File: src/rtl/rsst_pkg.sv
// ----------------------------------------------------------------------------
// Range sum segment tree package
// Field widths, request codes and the command and status bundles between
// the controller and the datapath.
// ----------------------------------------------------------------------------
package rsst_pkg;

   localparam int VALUE_W = 32;
   localparam int POS_W   = 10;
   localparam int BOUND_W = 11;

   localparam logic REQ_UPDATE = 1'b0;
   localparam logic REQ_QUERY  = 1'b1;

   typedef struct packed {
      logic clr_write;
      logic upd_load;
      logic upd_leaf;
      logic upd_climb;
      logic qry_load;
      logic qry_step;
   } dp_cmd_type;

   typedef struct packed {
      logic clr_last;
      logic pos_ok;
      logic root;
      logic qry_live;
   } dp_status_type;

endpackage

File: src/rtl/rsst_ctrl.sv
// ----------------------------------------------------------------------------
// Range sum segment tree controller
// Sequences the clearing pass, the update climb and the query walk, and
// drives busy and the result strobe.
// ----------------------------------------------------------------------------
module rsst_ctrl
   import rsst_pkg::*;
(
   input  logic          clock,
   input  logic          reset,
   input  logic          start,
   input  logic          req_type,
   input  dp_status_type status,
   output dp_cmd_type    cmd,
   output logic          busy,
   output logic          rsp_valid
);

   typedef enum logic [2:0] {
      ST_CLEAR,
      ST_IDLE,
      ST_UPD_LEAF,
      ST_UPD_CLIMB,
      ST_QUERY,
      ST_RESP
   } state_type;

   state_type state_ff;
   state_type state_in;
   logic      busy_ff;
   logic      busy_in;
   logic      rsp_valid_ff;
   logic      rsp_valid_in;

   always_comb begin
      state_in = state_ff;
      cmd      = '0;
      case (state_ff)
         ST_CLEAR: begin
            cmd.clr_write = 1'b1;
            if (status.clr_last) begin
               state_in = ST_IDLE;
            end
         end
         ST_IDLE: begin
            if (start) begin
               if (req_type == REQ_QUERY) begin
                  cmd.qry_load = 1'b1;
                  state_in     = ST_QUERY;
               end else if (status.pos_ok) begin
                  cmd.upd_load = 1'b1;
                  state_in     = ST_UPD_LEAF;
               end
            end
         end
         ST_UPD_LEAF: begin
            cmd.upd_leaf = 1'b1;
            state_in     = ST_UPD_CLIMB;
         end
         ST_UPD_CLIMB: begin
            cmd.upd_climb = 1'b1;
            if (status.root) begin
               state_in = ST_IDLE;
            end
         end
         ST_QUERY: begin
            cmd.qry_step = 1'b1;
            if (!status.qry_live) begin
               state_in = ST_RESP;
            end
         end
         ST_RESP: begin
            state_in = ST_IDLE;
         end
         default: begin
            state_in = ST_IDLE;
         end
      endcase
      busy_in      = (state_in != ST_IDLE);
      rsp_valid_in = (state_in == ST_RESP);
   end

   always_ff @(posedge clock) begin
      if (reset) begin
         state_ff     <= ST_CLEAR;
         busy_ff      <= 1'b1;
         rsp_valid_ff <= 1'b0;
      end else begin
         state_ff     <= state_in;
         busy_ff      <= busy_in;
         rsp_valid_ff <= rsp_valid_in;
      end
   end

   assign busy      = busy_ff;
   assign rsp_valid = rsp_valid_ff;

endmodule

File: config.mk
export PLATFORM = sky130hd
export DESIGN_NAME = rsst_ctrl
export DESIGN_NICKNAME = d
export VERILOG_FILES = /design/src/rtl/rsst_pkg.sv /design/src/rtl/rsst_ctrl.sv
export SDC_FILE = /design/constraint.sdc
export NUM_CORES = 1
export LEC_CHECK = 0
export BUFFER_PORTS_ARGS = -buffer_cell sky130_fd_sc_hd__buf_2
export CAP_MARGIN = 20
export CORE_AREA = 2 2 39 41
export DETAILED_ROUTE_END_ITERATION = 10
export DIE_AREA = 0 0 41 43
export PLACE_DENSITY = 0.48
export SYNTH_ARGS = -nofsm -noshare
export SYNTH_HDL_FRONTEND = slang
export SYNTH_SLANG_ARGS = --single-unit
File: constraint.sdc
create_clock -name clock -period 1.6 [get_ports clock]
set_clock_uncertainty 0.15 [all_clocks]
set_input_delay 0.4 -clock clock [delete_from_list [all_inputs] [get_ports clock]]
set_output_delay 0.4 -clock clock [all_outputs]
set_load 0.01 [all_outputs]
==> impl_metrics.tcl, run 1 <==
set metrics [dict create \
    placed_area_sq_um 400 \
    setup_ws_ns -0.0792 \
    syn_avg_cell_area_sq_um 9.83 \
    crit_path_start_kind "flop" \
    crit_fanout 3 \
    layout_common_cells "buf_2 (13), buf_4 (8), buf_6 (5), dfxtp_1 (3), clkbuf_4 (3)" \
    grt-ovfl-total 0 \
    htreeDepth 1 \
    drt-initial-drc-count 7 \
    io-pin-count 16 \
    dp_slack_ns 0.0194 \
    die_w_um 41 \
    num-nets-final 67 \
    worstPathArrival_ns 1.13 \
    slew_violations 0 \
    viasPerCell 4.30 \
    synth_cells 28 \
    layout-drive-gt1-share_pct 70.7 \
    hold_violations 0 \
    rows 14 \
    clk_pin_slew_worst_paths_ns 0.04 \
    drcViolationCount 0 \
    io_buffers 15 \
    finalSetupViolCount 3 \
    wl_um 776 \
    max_freq_mhz 596 \
    reg2regPathDepth 8 \
    min_period_ns 1.68 \
    powerDensity_nw_per_um2 718 \
    grt-busiest-layer "met2" \
    hp-class "in -> reg" \
    synth_warnings 0 \
    postCtsHoldBufs 0 \
    crit_path_end_kind "output pin" \
    drt_first_pass_iters 4 \
    diodes 0 \
    vias 318 \
    finalCritPeriodShare_pct 105 \
    cts_tree "built" \
    violations "setup timing" \
    grtUsageMet3_pct 3.14 \
    path_class "reg -> out" \
    cts-buffers-inserted 3 \
    final_util_pct 37.8 \
    cts.sinks 5 \
    clock_latency_ns 0.24 \
    slew_headroom_pct 82.7 \
    grt_pass1_wl_um 1060 \
    grt_usage_pct 9.24 \
    post-route-cell-area_sq_um 523 \
    crit_required_ns 1.05 \
    area.growth.synth_to_final_pct 90.0 \
    ir_worst_vdd_v 0.000328 \
    grt_pass1_vias 309 \
    drtAntennaViolNets 0 \
    ys_seq_area_share_pct 36.4 \
    yosys-top-cells-area "dfxtp_1 (36%), nand4b_1 (6.4%), and4bb_4 (5.9%)" \
    start_util_pct 19.9 \
    die_h_um 43 \
    root_buffer "clkbuf_4" \
    synth_seq_cells 5 \
    core_area_sq_um 1380 \
    grtUsageMet2_pct 15.3 \
    status "complete, but fails checks" \
    num-fill-cells 147 \
    grt_antenna_before_repair 0 \
    tightest_slew_ns 0.258 \
    synth_area_sq_um 275 \
    maxCapViolCount 0 \
    yosysTopAreaCell "dfxtp_1" \
    use_met1_pct 8.04 \
    routedWlPerCell_um 10.5 \
    ys_types 19 \
    final_common_cell "buf_2" \
    synth_nets 36 \
    dieArea_sq_um 1760 \
    hold_depth 2 \
    rsz0062_at_grt "yes" \
    grt_max_degree 10 \
    p_leak_nw 0.248 \
    gp_congestion 0.670 \
    cts_buffer_depth 2 \
    synth_top_cell_area_share_pct 36.4 \
]
==> sequential cells by signal, summed over array words and instances, names as in the netlist <==
| register | count |
|---|---|
| state_ff | 3 |
| busy | 1 |
| rsp_valid | 1 |
==> synthesized netlist by cell type <==
library cell / count
a21o_1: 1
a21oi_1: 1
a31oi_1: 1
and2_2: 2
and3b_2: 1
and4bb_4: 1
dfxtp_1: 5
inv_1: 1
nand2_1: 1
nand2b_1: 2
nand2b_2: 1
nand3b_1: 2
nand4b_1: 2
nor2_1: 2
nor2b_1: 1
nor3_1: 1
nor3b_1: 1
nor3b_2: 1
o21a_4: 1
==> cell type report <==
cell class | instances | area, sq um | share of cell area [%]
Timing Repair Buffer | 26 | 181 | 34.7
Multi-Input combinational cell | 22 | 189 | 36.1
Clock buffer | 4 | 26.3 | 5.02
Sequential cell | 5 | 103 | 19.6
Inverter | 1 | 3.75 | 0.718
Tap cell | 16 | 20.0 | 3.83
==> worst max-delay path: stages (launching register included) <==
cell and delay [ns]:
dfxtp_1 0.30, and4bb_4 0.33, nand3b_1 0.10, inv_1 0.06, buf_2 0.12
==> power breakdown <==
group | internal [mW] | switching [mW]
Clock | 0.0941 | 0.0482
Sequential | 0.134 | 0.00439
Combinational | 0.0546 | 0.0400
Total | 0.283 | 0.0926
==> per-layer routing <==
metal / vias to the layer above / part of all wire (%)
met4: 0 / 2.3
li1: 162 / -
met2: 12 / 52
met5: - / 0
met1: 142 / 39
met3: 2 / 6.2
==> through the flow <==
stage          TNS [ns]  cells  power (mW)  hold WS (ns)
6_report         -0.174     74       0.375         0.202
5_1_grt          -0.359     74       0.398         0.195
4_1_cts          -0.154     72       0.375         0.188
3_5_place_dp          0     63       0.214         0.442
3_3_place_gp          0     63       0.213         0.442
2_1_floorplan         0     28       0.177         0.319
==> kinds of logic after synthesis <==
family                 synth area share (%)
flip-flops                             36.4
buffers and inverters                  1.36
AO/OA/AOI/OAI                          12.3
AND/OR/NAND/NOR                        50.0
==> worst paths after layout <==
path                    start          end  slack, ns
setup / recovery  state_ff[1]       cmd[4]      -0.08
hold / removal          reset  state_ff[1]       0.20
setup reg to reg  state_ff[1]  state_ff[1]      -0.05
hold reg to reg   state_ff[1]  state_ff[2]       0.55
==> what timing repair did <==
item                       4_1_cts  5_1_grt
buffers inserted                 5        1
setup endpoints to repair        5        7
pin swaps                        3        3
gates resized for setup          7        5
cloned                           0        1
(Power assumes the default switching activity.)
==> inputs of run 2 (changes only) <==
--- a/config.mk
+++ b/config.mk
@@ -5,12 +5,15 @@
 export SDC_FILE = /design/constraint.sdc
 export NUM_CORES = 1
 export LEC_CHECK = 0
+export ABC_AREA = 1
 export BUFFER_PORTS_ARGS = -buffer_cell sky130_fd_sc_hd__buf_2
 export CAP_MARGIN = 20
+export CELL_PAD_IN_SITES_DETAIL_PLACEMENT = 0
+export CELL_PAD_IN_SITES_GLOBAL_PLACEMENT = 1
 export CORE_AREA = 2 2 39 41
 export DETAILED_ROUTE_END_ITERATION = 10
 export DIE_AREA = 0 0 41 43
-export PLACE_DENSITY = 0.48
+export PLACE_DENSITY = 0.65
 export SYNTH_ARGS = -nofsm -noshare
 export SYNTH_HDL_FRONTEND = slang
 export SYNTH_SLANG_ARGS = --single-unit
==> impl_metrics.tcl, run 2 <==
set metrics [dict create \
    crit_path_start "state_ff[1]" \
    gp_congestion 0.737 \
    slew_headroom_pct 89.9 \
    cts_tree "built" \
    drcViolationCount 0 \
    grt_pass1_vias 338 \
    clk_pin_slew_worst_paths_ns 0.05 \
    layout-drive-gt1-share_pct 59.4 \
    rows 14 \
    tns_ns 0 \
    ys_async_sr_fraction_pct 0 \
    cts.sinks 5 \
    postCtsHoldBufs 0 \
    crit_path_cell_trace "nor2_4, inv_2, nor2_2, buf_2" \
    area.growth.synth_to_final_pct 85.0 \
    grt_usage_pct 10.4 \
    final_util_pct 35.8 \
    synth_warnings 0 \
    start_util_pct 19.3 \
    rsz0062_at_grt "yes" \
    ir_worst_vdd_v 0.000287 \
    maxCapViolCount 0 \
    synthMuxAreaShare_pct 0 \
    register_area_sq_um 111 \
    io-pin-count 16 \
    grt_antenna_before_repair 0 \
    crit_required_ns 1.05 \
    diodes 0 \
    dieArea_sq_um 1760 \
    worstPathArrival_ns 1.03 \
    layout_common_cells "buf_2 (14), nand2_1 (9), buf_4 (6), inv_1 (5)" \
    num-nets-final 78 \
    yosysTopAreaCell "dfxtp_1" \
    num-fill-cells 157 \
    final_common_cell "buf_2" \
    reg2regPathDepth 5 \
    synth_top_family_by_area "simple AND/OR/NAND/NOR gates" \
    synth.most_common_cell "nand2_1" \
    synth-edff-count 0 \
    crit_end "cmd[5]" \
    grt_pass1_wl_um 1170 \
    io_buffers 15 \
    syn_avg_cell_area_sq_um 6.23 \
    reg2reg_setup_slack_ns 0.37 \
    synthAdderAreaFrac_pct 0 \
    r2r_start "state_ff[1]" \
    die_h_um 43 \
    core_area_sq_um 1380 \
    ys_seq_area_share_pct 37.4 \
    hp-class "in -> reg" \
    crit_path_end_kind "output pin" \
    setup_ws_ns 0.0228 \
    vias 353 \
    htreeDepth 1 \
    powerDensity_nw_per_um2 761 \
    synth_xor_xnor_area_share_pct 0 \
    die_w_um 41 \
    drtAntennaViolNets 0 \
    slowest_stage "dfxtp_4" \
    cts-buffers-inserted 3 \
    largest-register "state_ff" \
    crit_path_start_kind "flop" \
    grt-ovfl-total 0 \
    min_period_ns 1.58 \
    viasPerCell 4.15 \
    multi_input_area_sq_um 168 \
    hold_violations 0 \
    crit_fanout 5 \
    synth_cells 43 \
    finalCritPeriodShare_pct 98.6 \
    synth_top_cell_area_share_pct 37.4 \
    tightest_slew_ns 0.151 \
    place_hpwl_um 505 \
    max_freq_mhz 634 \
    cpPeakStageDelay_ns 0.37 \
    worstReg2RegEnd "state_ff[0]" \
    synth_compound_area_share_pct 3.74 \
    synth_commonest_cells "nand2_1 (11), nor2_1 (8), inv_1 (7)" \
    root_buffer "clkbuf_4" \
    path_class "reg -> out" \
    drt-initial-drc-count 11 \
    dp_slack_ns 0.134 \
    clock_latency_ns 0.24 \
    ys.flop_type "dfxtp_1" \
    ys_types 12 \
    finalSetupViolCount 0 \
    status "finished clean" \
    wl_um 801 \
    grt_max_degree 7 \
    slew_violations 0 \
    synthSimpleGateAreaFrac_pct 47.7 \
    largest_register_ffs 3 \
    p_leak_nw 0.285 \
    synth_nets 51 \
    cts_buffer_depth 2 \
    synth_area_sq_um 268 \
    drt_first_pass_iters 4 \
    yosys-top-cells-area "dfxtp_1 (37%), nand2_1 (15%), nor2_1 (11%)" \
    synth_seq_cells 5 \
    routedWlPerCell_um 9.42 \
]
[run 2: cells by family (layout without fill, tap and decap cells)]
kind of cell,count (synthesis),after routing
and+or+nand+nor,28,28
buffers and inverters,8,34
AOI/OAI and AO/OA,2,2
DFF,5,5
[run 2: layout make-up]
class,count,share of cell area [%]
clock buffer,4,5.30
sequential,5,22.5
tap,16,4.04
timing repair buffer,22,27.8
inverter,8,6.57
multi-input combinational,30,33.8
[run 2: metrics by stage]
step / area, sq um / power, mW / cells / hold slack [ns]
floorplan: 268 / 0.181 / 43 / 0.319
global placement: 363 / 0.207 / 74 / 0.418
detailed placement: 363 / 0.208 / 74 / 0.415
CTS: 448 / 0.368 / 84 / 0.204
global route: 495 / 0.406 / 85 / 0.201
finish: 495 / 0.377 / 85 / 0.207
[run 2: worst min-delay path by stage]
stage	start	end	depth (start not counted)	slack, ns
finish	reset	state_ff[2]	2	0.21
global route	reset	state_ff[2]	2	0.20
CTS	reset	state_ff[1]	2	0.20
detailed placement	state_ff[1]	state_ff[1]	2	0.41
global placement	state_ff[1]	state_ff[1]	2	0.42
floorplan	reset	state_ff[1]	1	0.32
[run 2: timing repair]
item                       in CTS  in global routing
setup buffers                   6                  1
pin swaps                       2                  4
hold endpoints to repair        0                  0
resized for setup               6                 14
setup endpoints to repair       4                  6
[run 2: worst max-delay path, delay by kind of cell (launching register included)]
kind	cells	cell delay, ns
buffers and inverters	2	0.18
flip-flops	1	0.37
AND/OR/NAND/NOR	2	0.23
[run 2: power by group]
group | total, mW | internal, mW | switching [mW]
clock network | 0.147 | 0.0944 | 0.0524
logic | 0.0889 | 0.0441 | 0.0449
registers | 0.141 | 0.131 | 0.0102
total | 0.377 | 0.270 | 0.107
[run 2: metal layers]
layer  global-route usage, %  part of all wire [%]  wire length, um
met5                       0                     0                0
met4                    8.00                   1.9               15
met3                    4.71                   4.2               34
met2                    17.5                    54              436
met1                    8.65                    39              314
